==> config.mk <==
export PLATFORM = sky130hd
export DESIGN_NAME = mpws_slot_alloc
export DESIGN_NICKNAME = d
export VERILOG_FILES = /design/src/rtl/max_priority_work_scheduler_assert.svh /design/src/rtl/mpws_pkg.sv /design/src/rtl/mpws_slot_alloc.sv
export SDC_FILE = /design/constraint.sdc
export NUM_CORES = 1
export LEC_CHECK = 0
export BUFFER_PORTS_ARGS = -buffer_cell sky130_fd_sc_hd__buf_4
export CAP_MARGIN = 10
export CORE_MARGIN = 1.5
export CORE_UTILIZATION = 45
export DETAILED_ROUTE_END_ITERATION = 10
export PLACE_DENSITY_LB_ADDON = 0.2
export SYNTH_ARGS = -nofsm -noshare
export SYNTH_HDL_FRONTEND = slang
export SYNTH_SLANG_ARGS = --single-unit
==> constraint.sdc <==
create_clock -name clk -period 2.45 [get_ports clk]
set_input_delay 0.49 -clock clk [delete_from_list [all_inputs] [get_ports clk]]
set_output_delay 0.49 -clock clk [all_outputs]
set_load 0.005 [all_outputs]
==> src/rtl/max_priority_work_scheduler_assert.svh <==
`ifndef MAX_PRIORITY_WORK_SCHEDULER_ASSERT_SVH
`define MAX_PRIORITY_WORK_SCHEDULER_ASSERT_SVH

// same-cycle check
`define MPWS_CHECK(lbl, prop, msg) \
  lbl: assert property (@(posedge clk) disable iff (rst) prop) else $error(msg);

// next-cycle check
`define MPWS_CHECK_NEXT(lbl, ante, cons, msg) \
  lbl: assert property (@(posedge clk) disable iff (rst) (ante) |=> (cons)) else $error(msg);

`endif

==> src/rtl/mpws_pkg.sv <==
package mpws_pkg;

  localparam int CAPACITY = 64;
  localparam int SLOT_W   = (CAPACITY > 1) ? $clog2(CAPACITY) : 1;
  localparam int PRIO_W   = 16;
  localparam int UNITS_W  = 16;
  localparam int PROD_W   = PRIO_W + UNITS_W;
  localparam int PEN_W    = 48;

  localparam logic [1:0] CMD_ADD   = 2'd0;
  localparam logic [1:0] CMD_TICK  = 2'd1;
  localparam logic [1:0] CMD_CLEAR = 2'd2;

  typedef enum logic [2:0] {
    OP_HOLD,
    OP_INSERT,
    OP_POP,
    OP_DEC,
    OP_CLEAR
  } op_t;

  typedef struct packed {
    logic               valid;
    logic [PRIO_W-1:0]  prio;
    logic [UNITS_W-1:0] units;
    logic [SLOT_W-1:0]  slot;
  } cell_t;

  typedef struct packed {
    op_t   op;
    cell_t job;
  } ctrl_t;

  typedef struct packed {
    logic              alloc;
    logic [SLOT_W-1:0] alloc_slot;
    logic              release_en;
    logic [SLOT_W-1:0] release_slot;
    logic              clear;
  } slot_ctrl_t;

  // a goes ahead of b: higher priority, then lower slot
  function automatic logic beats(cell_t a, cell_t b);
    beats = a.valid && (!b.valid || (a.prio > b.prio) ||
            ((a.prio == b.prio) && (a.slot < b.slot)));
  endfunction

endpackage

==> src/rtl/mpws_slot_alloc.sv <==
module mpws_slot_alloc (
  input  logic                          clk,
  input  logic                          rst,
  input  mpws_pkg::slot_ctrl_t          sctrl,
  output logic [mpws_pkg::SLOT_W-1:0]   free_slot,
  output logic                          full
);

  logic [mpws_pkg::CAPACITY-1:0] used;
  logic [mpws_pkg::CAPACITY-1:0] free_bits;
  logic [mpws_pkg::CAPACITY-1:0] lowest;

  assign free_bits = ~used;
  assign lowest    = free_bits & (~free_bits + 1'b1);
  assign full      = (free_bits == '0);

  always_comb begin
    free_slot = '0;
    for (int b = 0; b < mpws_pkg::SLOT_W; b++) begin
      for (int i = 0; i < mpws_pkg::CAPACITY; i++) begin
        if (i[b]) begin
          free_slot[b] = free_slot[b] | lowest[i];
        end
      end
    end
  end

  always_ff @(posedge clk) begin
    if (rst) begin
      used <= '0;
    end else if (sctrl.clear) begin
      used <= '0;
    end else begin
      if (sctrl.alloc) begin
        used[sctrl.alloc_slot] <= 1'b1;
      end
      if (sctrl.release_en) begin
        used[sctrl.release_slot] <= 1'b0;
      end
    end
  end

endmodule

# Yosys cells after proc, flatten, opt, wreduce, memory -nomap -nowiden
# Index checks and enable logic that the tools add are counted.
# W data, S select, Z words.
[totals] regBits=64 wordCells=210 in_bits=17 out_inout_bits=7
[op_classes] n_addsub=1 n_lt_le_gt_ge=4 n_reduce_logical=4 bitwise_logic=192 muxes=8
[ops] cell="$mux W64" n=4
[ops] cell="$not A64 Y64" n=3
[ops] cell="$or A1 B1 Y1" n=186
[ops] cell="$and A64 B64 Y64" n=2
[ops] cell="$add A64 B1 Y64 const B" n=1
[ops] cell="$logic_not A64 Y1" n=1
[ops] cell="$or A64 B64 Y64" n=1
[ops] cell="$lt A6 B7 Y1 const B" n=2
[ops] cell="$demux W1 S6" n=2
[ops] cell="$ge A6 B1 Y1 const B" n=2
[ops] cell="$logic_and A1 B1 Y1" n=2
[ops] cell="$mux W1" n=2
[ops] cell="$reduce_or A2 Y1" n=1

# Longest topological paths before layout
[depth] depth_word=35 ltp_mapped=7 ltp_nobuf=6

# Worst setup path after synthesis
# Ideal clock, no wire load.
[synth_path] path_type="register to output" startpoint="register used[53] (netlist name)" endpoint="output port free_slot[2] (netlist name)" path_slack_ns=0.277 n_path_buf=0 stages_incl_launch_ff=7 required_time_ns=1.960 arrival_ns=1.683 cell_sequence="dfxtp_1 nand3_2 or3_4 or4b_1 o22ai_1 nor2_1 o211ai_1"
[synth_via] elab_chain_len=11
[synth_lines] element="from (decl)" line_no="mpws_slot_alloc.sv:9" text="logic [mpws_pkg::CAPACITY-1:0] used;"
[synth_lines] element="from (signal assigned)" line_no="mpws_slot_alloc.sv:30" text="used <= '0;"
[synth_lines] element="from (signal assigned)" line_no="mpws_slot_alloc.sv:32" text="used <= '0;"
[synth_lines] element="from (signal, indexed assignment)" line_no="mpws_slot_alloc.sv:35" text="used[sctrl.alloc_slot] <= 1'b1;"
[synth_lines] element="$not A64 Y64 (*)" line_no="mpws_slot_alloc.sv:13" text="assign free_bits = ~used;"
[synth_lines] element="$not A64 Y64" line_no="mpws_slot_alloc.sv:14" text="assign lowest = free_bits & (~free_bits + 1'b1);"
[synth_lines] element="$add A64 B1 Y64" line_no="mpws_slot_alloc.sv:14"
[synth_lines] element="$and A64 B64 Y64 (*)" line_no="mpws_slot_alloc.sv:14"
[synth_lines] element="$or A1 B1 Y1 (6 in series)" line_no="mpws_slot_alloc.sv:22" text="free_slot[b] = free_slot[b] | lowest[i];"
[synth_lines] element="$or A1 B1 Y1 (*)" line_no="mpws_slot_alloc.sv:22"
[synth_lines] element="to (decl)" line_no="mpws_slot_alloc.sv:5" text="output logic [mpws_pkg::SLOT_W-1:0] free_slot,"
# Mark *: on every way between the ends. The rest lies on a longest branch, timed or not.

# Worst setup path after layout
[layout_path] startpoint="register used[46] (netlist name)" endpoint="output port free_slot[0] (netlist name)"
[layout_via] elab_chain_len=13
[layout_lines] element="$not A64 Y64 (*)" line_no="mpws_slot_alloc.sv:13"
[layout_lines] element="$not A64 Y64 (*)" line_no="mpws_slot_alloc.sv:14"
[layout_lines] element="$add A64 B1 Y64 (*)" line_no="mpws_slot_alloc.sv:14"
[layout_lines] element="$and A64 B64 Y64 (*)" line_no="mpws_slot_alloc.sv:14"
[layout_lines] element="$or A1 B1 Y1 (8 in series)" line_no="mpws_slot_alloc.sv:22"
[layout_lines] element="$or A1 B1 Y1 (*)" line_no="mpws_slot_alloc.sv:22"
# Marks and branches as above.

==> run metrics <==
largest net degree at the start of global routing=65; DP Cell Count=673; syn avg cell area=7.81 µm²; Lkg Pwr=1.84 nW; Final GP Congestion=1.03; number of flip-flops under the largest register name=64; DRT iter0 DRCs=451; filler-free cell count of the finished design=700; Crit path max-delay family=simple AND/OR/NAND/NOR gates; clock-pin slew on the worst setup and hold paths=0.07 ns; Tcrit/Tclk final=1.14; die area=8760 µm²; # H-tree levels=3; nets=610; # setup viols final=7; Min-Delay Path Class=in2reg; Cell Area, Placed=4620 µm²; slew margin rel.=0.211; count of input and output buffers=23; Ys Warns=0; GR Overflow Total=0; setup ws final=-0.334 ns; RSZ-0062 raised after global routing=yes; Synth Area in Simple Gates=0.287; TritonCTS clock tree=built; PwrDens=428 nW/µm²; Vias/cell=6.49; Critical Path Most Common Cell=buf_4; largest family of logic cells by synthesized area=compound AO/OA/AOI/OAI gates; status=finished with violations; via count=4545; crit path time final=2.78 ns; EDFF count, synth=0; Finished Cell Area=5220 µm²; slowest stage delay, CP=0.40 ns; drt pass-1 iters=5; Fin. Hold Viols=0; Residual DRC=0; clock skew=0 ns; VDD IR max=0.354 mV; top_reg_cell synth=dfxtp_1; final core utilization=0.665; CP required=1.96 ns; post-synthesis cell type count=53; area of the core=7850 µm²; Largest regs=used: 64 flops; vias in the first global route=4178; global-route wire length before repair=21900 µm; Area Overhead vs Synth=41.2%; total track usage=0.332; Worst Path Arrival=2.29 ns; cts bufs inserted=9; dpl hpwl=10200 µm; Fmax=359 MHz; Top Ports=24; Critical path buffers and inverters=3; crit path max fanout=5; Crit Path Class=reg2out; multiplexer share of the synthesized area=0; max_cap viols=0; Crit. End Element=output port; CTS Hold Bufs=0; Core Rows=32; Slew Viols, Final=0; initial antenna violation count=0; root buffer cell=clkbuf_8; CP max stage cell=dfxtp_1; clock sinks=64; Biggest register=used; failing checks=setup timing; Synth Area in Compound Gates=0.329; clk_lat worst skew=0.34 ns; layout cell share with drive strength beyond 1=0.324; clock tree buffer depth=2; crit-path cells=nand4_1 > buf_4 > nor3_1 > buf_4 > nand4_1 > a21oi_1 > nor4_4 > nand3b_1 > buf_4; Post-Synth XOR/XNOR Area=0; post-synthesis adder-cell area fraction=0; Synth Register Bits=64; post-route ant nets=0; commonest cells after routing, fill and taps aside=buf_4 (121), a21oi_1 (70), a211oi_1 (66); Async SR Flop Fraction=0; Synthesized Nets=490; cells after synthesis=473; CP Launch Type=register; Die X-Extent=93.6 µm; sequential share of the synthesized area=0.347; antenna cells=0; Post-Syn Area=3690 µm²; Worst Max-Slew Pin Slew=1.18 ns; most common cell after layout, fill and taps aside=buf_4; Die H=93.6 µm; initial core utilization=0.471; Wirelength per Cell=20.6 µm; WL final=14500 µm
cell families after synthesis:
group           Yosys count
simple gates            188
flops                    64
buf+inv                  34
compound gates          187
worst min-delay path, stage by stage:
cell and delay, ns:
buf_4 0.14, a31oi_1 0.13, a211oi_1 0.06
path summary, 6_finish.rpt:
path                            start             endpoint  slack, ns  depth (start not counted)
setup / recovery  used[46]$_SDFF_PP0_         free_slot[0]      -0.33                          9
hold / removal               sctrl[8]  used[35]$_SDFF_PP0_       0.51                          3
setup reg to reg  used[49]$_SDFF_PP0_  used[49]$_SDFF_PP0_       1.54                          3
hold reg to reg   used[26]$_SDFF_PP0_  used[26]$_SDFF_PP0_       0.55                          2
synth_stat cells (all sizes together) (4+ instances only):
library cell  number  area share
nand4b             9       0.021
o21ai             10       0.014
a211oi            66        0.13
inv               15       0.015
a21oi             70       0.095
nand2             43       0.044
o211ai             4      0.0081
nand2b             8       0.014
nor4              14       0.034
nor2              38       0.039
nor3              15       0.022
and3               4      0.0068
nand4             16       0.034
nand3             18       0.026
clkbuf            16       0.016
o22ai              5      0.0085
a31oi              8       0.014
dfxtp             64        0.35
nor3b              8       0.016
metrics by stage:
stage / power [mW] / hold WS (ns) / worst slack [ns] / TNS, ns
2_1_floorplan: 1.15 / 0.502 / 0.277 / 0
3_3_place_gp: 1.22 / 0.520 / 0.00284 / 0
3_5_place_dp: 1.22 / 0.537 / -0.0361 / -0.0361
4_1_cts: 2.23 / 0.505 / -0.243 / -1.47
5_1_grt: 2.29 / 0.521 / -0.396 / -2.32
6_report: 2.23 / 0.509 / -0.334 / -1.80
area by class of cell:
cell class / instances / area [µm²]
Sequential cell: 64 / 1300
Clock inverter: 3 / 65.1
Multi-Input combinational cell: 375 / 2530
Timing Repair Buffer: 128 / 987
Fill cell: 689 / 2630
Clock buffer: 13 / 149
Inverter: 15 / 56.3
Tap cell: 102 / 128
routing by layer:
metal,global-route usage,routed length [µm],share of wire
met5,0,0,0
met4,0.182,842,0.058
met3,0.0626,1110,0.077
met2,0.518,6580,0.46
met1,0.430,5920,0.41
repair_timing:
action	in CTS	in global routing
pin swaps	11	10
resized for setup	29	32
buffers inserted	8	3
setup endpoints to repair	7	7
power by group:
part           leakage [nW]  switching (mW)  total [mW]  internal (mW)
sequential            0.522         0.00249        1.04           1.04
combinational          1.21           0.107       0.160         0.0526
clock                 0.108           0.423        1.02          0.601
No activity file was read; power rests on OpenSTA's default activity.
