$ cat config.mk
export PLATFORM = sky130hd
export DESIGN_NAME = mpws_cell
export DESIGN_NICKNAME = d
export VERILOG_FILES = /design/src/rtl/max_priority_work_scheduler_assert.svh /design/src/rtl/mpws_pkg.sv /design/src/rtl/mpws_cell.sv
export SDC_FILE = /design/constraint.sdc
export NUM_CORES = 1
export LEC_CHECK = 0
export ABC_AREA = 1
export BUFFER_PORTS_ARGS = -buffer_cell sky130_fd_sc_hd__buf_2
export CORE_MARGIN = 1
export CORE_UTILIZATION = 46
export DETAILED_ROUTE_END_ITERATION = 10
export GPL_TIMING_DRIVEN = 0
export PLACE_DENSITY = 0.82
export REMOVE_ABC_BUFFERS = 1
export SYNTH_ARGS = -nofsm -noshare
export SYNTH_HDL_FRONTEND = slang
export SYNTH_SLANG_ARGS = --single-unit
$ cat constraint.sdc
create_clock -name clk -period 3.7 [get_ports clk]
set_input_delay 0.74 -clock clk [delete_from_list [all_inputs] [get_ports clk]]
set_output_delay 0.74 -clock clk [all_outputs]
set_load 0.01 [all_outputs]
$ cat src/rtl/max_priority_work_scheduler_assert.svh
`ifndef MAX_PRIORITY_WORK_SCHEDULER_ASSERT_SVH
`define MAX_PRIORITY_WORK_SCHEDULER_ASSERT_SVH

// same-cycle check
`define MPWS_CHECK(lbl, prop, msg) \
  lbl: assert property (@(posedge clk) disable iff (rst) prop) else $error(msg);

// next-cycle check
`define MPWS_CHECK_NEXT(lbl, ante, cons, msg) \
  lbl: assert property (@(posedge clk) disable iff (rst) (ante) |=> (cons)) else $error(msg);

`endif

$ cat src/rtl/mpws_pkg.sv
package mpws_pkg;

  localparam int CAPACITY = 64;
  localparam int SLOT_W   = (CAPACITY > 1) ? $clog2(CAPACITY) : 1;
  localparam int PRIO_W   = 16;
  localparam int UNITS_W  = 16;
  localparam int PROD_W   = PRIO_W + UNITS_W;
  localparam int PEN_W    = 48;

  localparam logic [1:0] CMD_ADD   = 2'd0;
  localparam logic [1:0] CMD_TICK  = 2'd1;
  localparam logic [1:0] CMD_CLEAR = 2'd2;

  typedef enum logic [2:0] {
    OP_HOLD,
    OP_INSERT,
    OP_POP,
    OP_DEC,
    OP_CLEAR
  } op_t;

  typedef struct packed {
    logic               valid;
    logic [PRIO_W-1:0]  prio;
    logic [UNITS_W-1:0] units;
    logic [SLOT_W-1:0]  slot;
  } cell_t;

  typedef struct packed {
    op_t   op;
    cell_t job;
  } ctrl_t;

  typedef struct packed {
    logic              alloc;
    logic [SLOT_W-1:0] alloc_slot;
    logic              release_en;
    logic [SLOT_W-1:0] release_slot;
    logic              clear;
  } slot_ctrl_t;

  // a goes ahead of b: higher priority, then lower slot
  function automatic logic beats(cell_t a, cell_t b);
    beats = a.valid && (!b.valid || (a.prio > b.prio) ||
            ((a.prio == b.prio) && (a.slot < b.slot)));
  endfunction

endpackage

$ cat src/rtl/mpws_cell.sv
module mpws_cell (
  input  logic            clk,
  input  logic            rst,
  input  mpws_pkg::ctrl_t ctrl,
  input  mpws_pkg::cell_t left,
  input  logic            left_beat,
  input  mpws_pkg::cell_t right,
  output mpws_pkg::cell_t cur,
  output logic            beat
);

  assign beat = mpws_pkg::beats(ctrl.job, cur);

  always_ff @(posedge clk) begin
    if (rst) begin
      cur.valid <= 1'b0;
    end else begin
      case (ctrl.op)
        mpws_pkg::OP_INSERT: begin
          if (beat) begin
            if (left_beat) begin
              cur <= left;
            end else begin
              cur <= ctrl.job;
            end
          end
        end
        mpws_pkg::OP_POP: begin
          cur <= right;
        end
        mpws_pkg::OP_DEC: begin
          cur.units <= cur.units - 1'b1;
        end
        mpws_pkg::OP_CLEAR: begin
          cur.valid <= 1'b0;
        end
        default: begin
        end
      endcase
    end
  end

endmodule

### Word-level counts from Yosys, hierarchy flattened

Cells that the tools add are included.
W data, S select, Z words.

* add/sub/neg operators: 1
* order comparisons: 2
* equal/unequal tests: 6
* mux-type cells: 6
* bitwise operators: 1
* reduce and logical (&&, ||, !) cells: 11

Operator list (count)
* $mux W39: 2
* $pmux W16 S3: 1
* $pmux W16 S2: 1
* $eq A16 B16 Y1: 1
* $gt A16 B16 Y1: 1
* $sub A16 B1 Y16 const B: 1
* $pmux W6 S2: 1
* $eq A3 B2 Y1 const B: 2
* $lt A6 B6 Y1: 1
* $reduce_and A3 Y1: 2
* $reduce_bool A3 Y1: 2
* $eq A3 B1 Y1 const B: 1
* $eq A3 B3 Y1 const B: 1
* $pmux W1 S3: 1
* $logic_and A1 B1 Y1: 2
* $logic_or A1 B1 Y1: 2
* $ne A2 B2 Y1 const B: 1
* $reduce_and A2 Y1: 1
* $reduce_bool A2 Y1: 1
* $logic_not A1 Y1: 1
* $not A1 Y1: 1

* bits in registers: 39
* input port bits: 123
* output and inout port bits: 40
* word-level logic and storage cells: 31

### Depth between registers and ports, before layout

* depth after elaboration: 6
* mapped depth: 18

### Worst setup path after synthesis

No wires, ideal clock.

* path type: input to register
* from: input ctrl[37] (netlist bit)
* to: register cur[0] (netlist bit), enable pin
* setup time: 401 ps
* data arrival time: 2681 ps
* required time: 3299 ps
* path slack: 618 ps
* stages on the path: 11
* buffers on the path: 0
* cells stage by stage: ha_1 -> nand4_1 -> nor2_1 -> nand3_1 -> nor2_1 -> nor2_1 -> nand2_1 -> nand2_1 -> nand2_1 -> nand2_1 -> nor2_1

* word-level cells in the longest chain between the ends: 6
* elaborated cells on any way between the ends: 8
* those cells by class: order compare: 1; eq/ne: 2; reduce/logical: 5

RTL lines
* from (decl): RTL line mpws_cell.sv:4 `input mpws_pkg::ctrl_t ctrl,`
* $gt A16 B16 Y1 / $eq A16 B16 Y1 (equally long branches): RTL line mpws_pkg.sv:44, mpws_pkg.sv:45
* $logic_or A1 B1 Y1 / $logic_and A1 B1 Y1 (equally long branches): RTL line mpws_pkg.sv:44, mpws_pkg.sv:45
* $logic_or A1 B1 Y1 *: RTL line mpws_pkg.sv:44 `beats = a.valid && (!b.valid || (a.prio > b.prio) ||`
* $logic_and A1 B1 Y1 *: RTL line mpws_pkg.sv:44
* $ne A2 B2 Y1 (no source line) *
* $reduce_and A3 Y1 (no source line) *
* to (signal assigned): RTL line mpws_cell.sv:22 `cur <= left;`
* to (signal assigned): RTL line mpws_cell.sv:24 `cur <= ctrl.job;`
* to (signal assigned): RTL line mpws_cell.sv:29 `cur <= right;`
* to (decl): RTL line mpws_cell.sv:8 `output mpws_pkg::cell_t cur,`

Mark *: on every way between the ends. The rest lies on a longest branch, timed or not.
A chain may end at the register's enable or synchronous reset.

### Final worst setup path

* from: input ctrl[37] (netlist bit)
* to: register cur[15] (netlist bit), enable pin

Same word-level chain as after synthesis.

==> impl_metrics.toml <==
[pwr]
ir_drop_mv = 0.130
pwr_density_cell_mw_per_mm2 = 274
power_mw = 1.08
leakage_nw = 1.97

[synthesis]
synthDominantCellAreaShare_pct = 37.6
netlist_area_mm2 = 0.00304
synth_ff_type = "edfxtp_1"
synth_common_cells = "92 x nand2_1, 59 x nor2_1, 40 x inv_1"
synth_cell_types = 40
synthCells = 394
synth_most_common_cell = "nand2_1"
yosys-top-cells-area = "edfxtp_1 38%, nand2_1 11%, ha_1 9.1%"
synth_seq_cells = 39
avgSynthCellArea_um2 = 7.71
async_reset_ff_share_pct = 0
synth_edf_count = 38
seq_area_frac_synth_pct = 38.2
synth_top_area_cell = "edfxtp_1"
synth_warnings = 0

[critical_path]
worstReg2RegEnd = "cur[15]$_DFFE_PP_"
cp-endpoint = "cur[15]$_DFFE_PP_"
cp_slowest_stage_delay_ns = 0.71
startpoint_type = "input pin"
cpMaxStageDelayCell = "a21oi_2"
criticalPathCategory = "in2reg"
r2r_start = "cur[37]$_DFFE_PP_"
crit_path_end_kind = "register"
path_cells = "buf_2 -> ha_1 -> nand4_1 -> nor2_1 -> nand3_1 -> nor2_1 -> nor2_1 -> nand2_1 -> nand2_1 -> nand2_1 -> nand2_1 -> a21oi_2"
crit_start = "ctrl[37]"
worst_ep_arrival_time_ns = 2.80
r2r_setup_slack_ns = 1.01
worst-endpoint-required_ns = 3.62
crit_path_max_fanout = 16
worstRegToRegCells = 12
crit_top_cell = "nand2_1"

[clock_tree]
clock_path_buffers = 2
cts_sinks = 39
postCtsHoldBufs = 0
clkTransAtPathRegs_ns = 0.08
cts_buffers = 5
clkLatencyLatePin_ns = 0.29
root_buffer = "clkbuf_8"
cts.repair_timing.setup_buffer_count = 0
h-tree-depth = 2
cts_resized = 0
cts_tree = "yes"

[timing]
finalSetupViolations = 0
tightest_slew_ns = 1.23
skew_ns = 0.00517
fin_crit_ns = 2.88
setup_ws_ns = 0.825
rsz0062_at_grt = "no"
slew_violations = 0
slew_headroom_pct = 18.0
max_freq_ghz = 0.348
fin_crit_sh_pct = 77.7
tns_ns = 0
final-hold-violation-count = 0

[layout]
drive_gt1_share_pct = 35.0
final_cells = 626
reg.largest.list = "cur x39"
largest_register = "cur"
area_growth_pct = 30.5
nets = 693
largest_reg_flops = 39
n_antenna_cell = 0

[placed_design]
place.gp.congestion = 0.870
dpl.cell_count = 618
pre_cts_slack_ns = 0.516
port_buffers = 162
dpl.hpwl_um = 6410

[route]
drc = 0
drt_iter0_markers = 141
vias_per_cell = 5.15
wl_per_cell_um = 13.5
drt-total-wl_um = 8430
drtAntennaViolNets = 0
drtPass1Iterations = 5
num_vias = 3221

[floorplan]
die_h_um = 83.3
io_pins = 163
start_util_pct = 47.8
floorplan.die_area_mm2 = 0.00693
die_width_um = 83.3
rows = 29
core_area_mm2 = 0.00635

[run_status]
status = "complete, no violations"

[global_route]
antenna_found_initial = 0
grtUsageTotal_pct = 24.9
grt_max_degree = 48
grt_overflow = 0
grt_pass1_vias = 3230
grt_pass1_wl_um = 14100

[worst_hold_path]
hold_path.class = "reg2reg"

[run]
cap_violations = 0
==> stage by stage <==
stage                     instance area (um2)  hold slack (ns)  utilization, %
final                                    3960            0.545            62.4
after global placement                   3860            0.499            60.8
after detailed placement                 3880            0.545            61.1
after global routing                     3960            0.597            62.4
after floorplan                          2950            0.533               -
after CTS                                3960            0.556            62.4
==> cell type report <==
cell class                      count  area [um2]
Timing Repair Buffer              163         826
Tap cell                           77        96.3
Inverter                           48         183
Clock inverter                      2        7.51
Clock buffer                        6        72.6
Fill cell                         584        2390
Multi-Input combinational cell    291        1620
Sequential cell                    39        1160
==> worst max-delay path: cells and delay by family <==
family	cells	cell delay (ns)
simple gates	9	0.91
compound gates	1	0.71
fa+ha+maj	1	0.32
buf+inv	1	0.12
==> power breakdown <==
| part | leakage, nW | total, mW | switching, mW | internal [mW] |
|---|---|---|---|---|
| combinational | 1.57 | 0.272 | 0.148 | 0.124 |
| sequential | 0.359 | 0.532 | 0.0160 | 0.516 |
| clock | 0.0403 | 0.281 | 0.152 | 0.129 |
==> routing by layer <==
layer | global-route usage (%) | share of wire, % | up-vias
met2 | 46.0 | 52 | 115
met3 | 4.47 | 5.7 | 12
met4 | 8.93 | 1.6 | 0
met5 | 0 | 0 | -
met1 | 28.7 | 41 | 1452
li1 | - | - | 1642
==> cell usage in the layout, fill, tap and decap left out, drive strengths merged, types with 2 or more instances in the layout <==
master | netlist | layout
buf | 10 | 163
nand2 | 97 | 97
nor2 | 63 | 63
inv | 48 | 48
edfxtp | 38 | 38
o21ai | 25 | 25
a31oi | 22 | 22
ha | 22 | 22
a21oi | 14 | 14
nand3 | 9 | 9
o221ai | 8 | 8
xor2 | 6 | 6
o211ai | 6 | 6
clkbuf | 6 | 6
nor3 | 4 | 4
nand4 | 3 | 3
o21bai | 2 | 2
clkinv | 0 | 2
or2 | 2 | 2
==> kinds of logic after synthesis <==
kind of cell | Yosys count | synth area share [%]
flops | 39 | 38.2
mux | 1 | 0.330
fa+ha+maj | 22 | 9.06
xor+xnor | 7 | 2.02
buf+inv | 64 | 8.74
simple gates | 179 | 24.8
compound gates | 82 | 16.8
==> worst min-delay path by stage <==
| stage | depth (start not counted) | end | start |
|---|---|---|---|
| finish | 2 | cur[38]$_SDFFE_PP0P_ | cur[38]$_SDFFE_PP0P_ |
| global route | 2 | cur[38]$_SDFFE_PP0P_ | cur[38]$_SDFFE_PP0P_ |
| CTS | 2 | cur[38]$_SDFFE_PP0P_ | cur[38]$_SDFFE_PP0P_ |
| detailed placement | 2 | cur[38]$_SDFFE_PP0P_ | cur[38]$_SDFFE_PP0P_ |
| global placement | 2 | cur[38]$_SDFFE_PP0P_ | cur[38]$_SDFFE_PP0P_ |
| floorplan | 2 | cur[38]$_SDFFE_PP0P_ | cur[38]$_SDFFE_PP0P_ |
(Power assumes the default switching activity.)
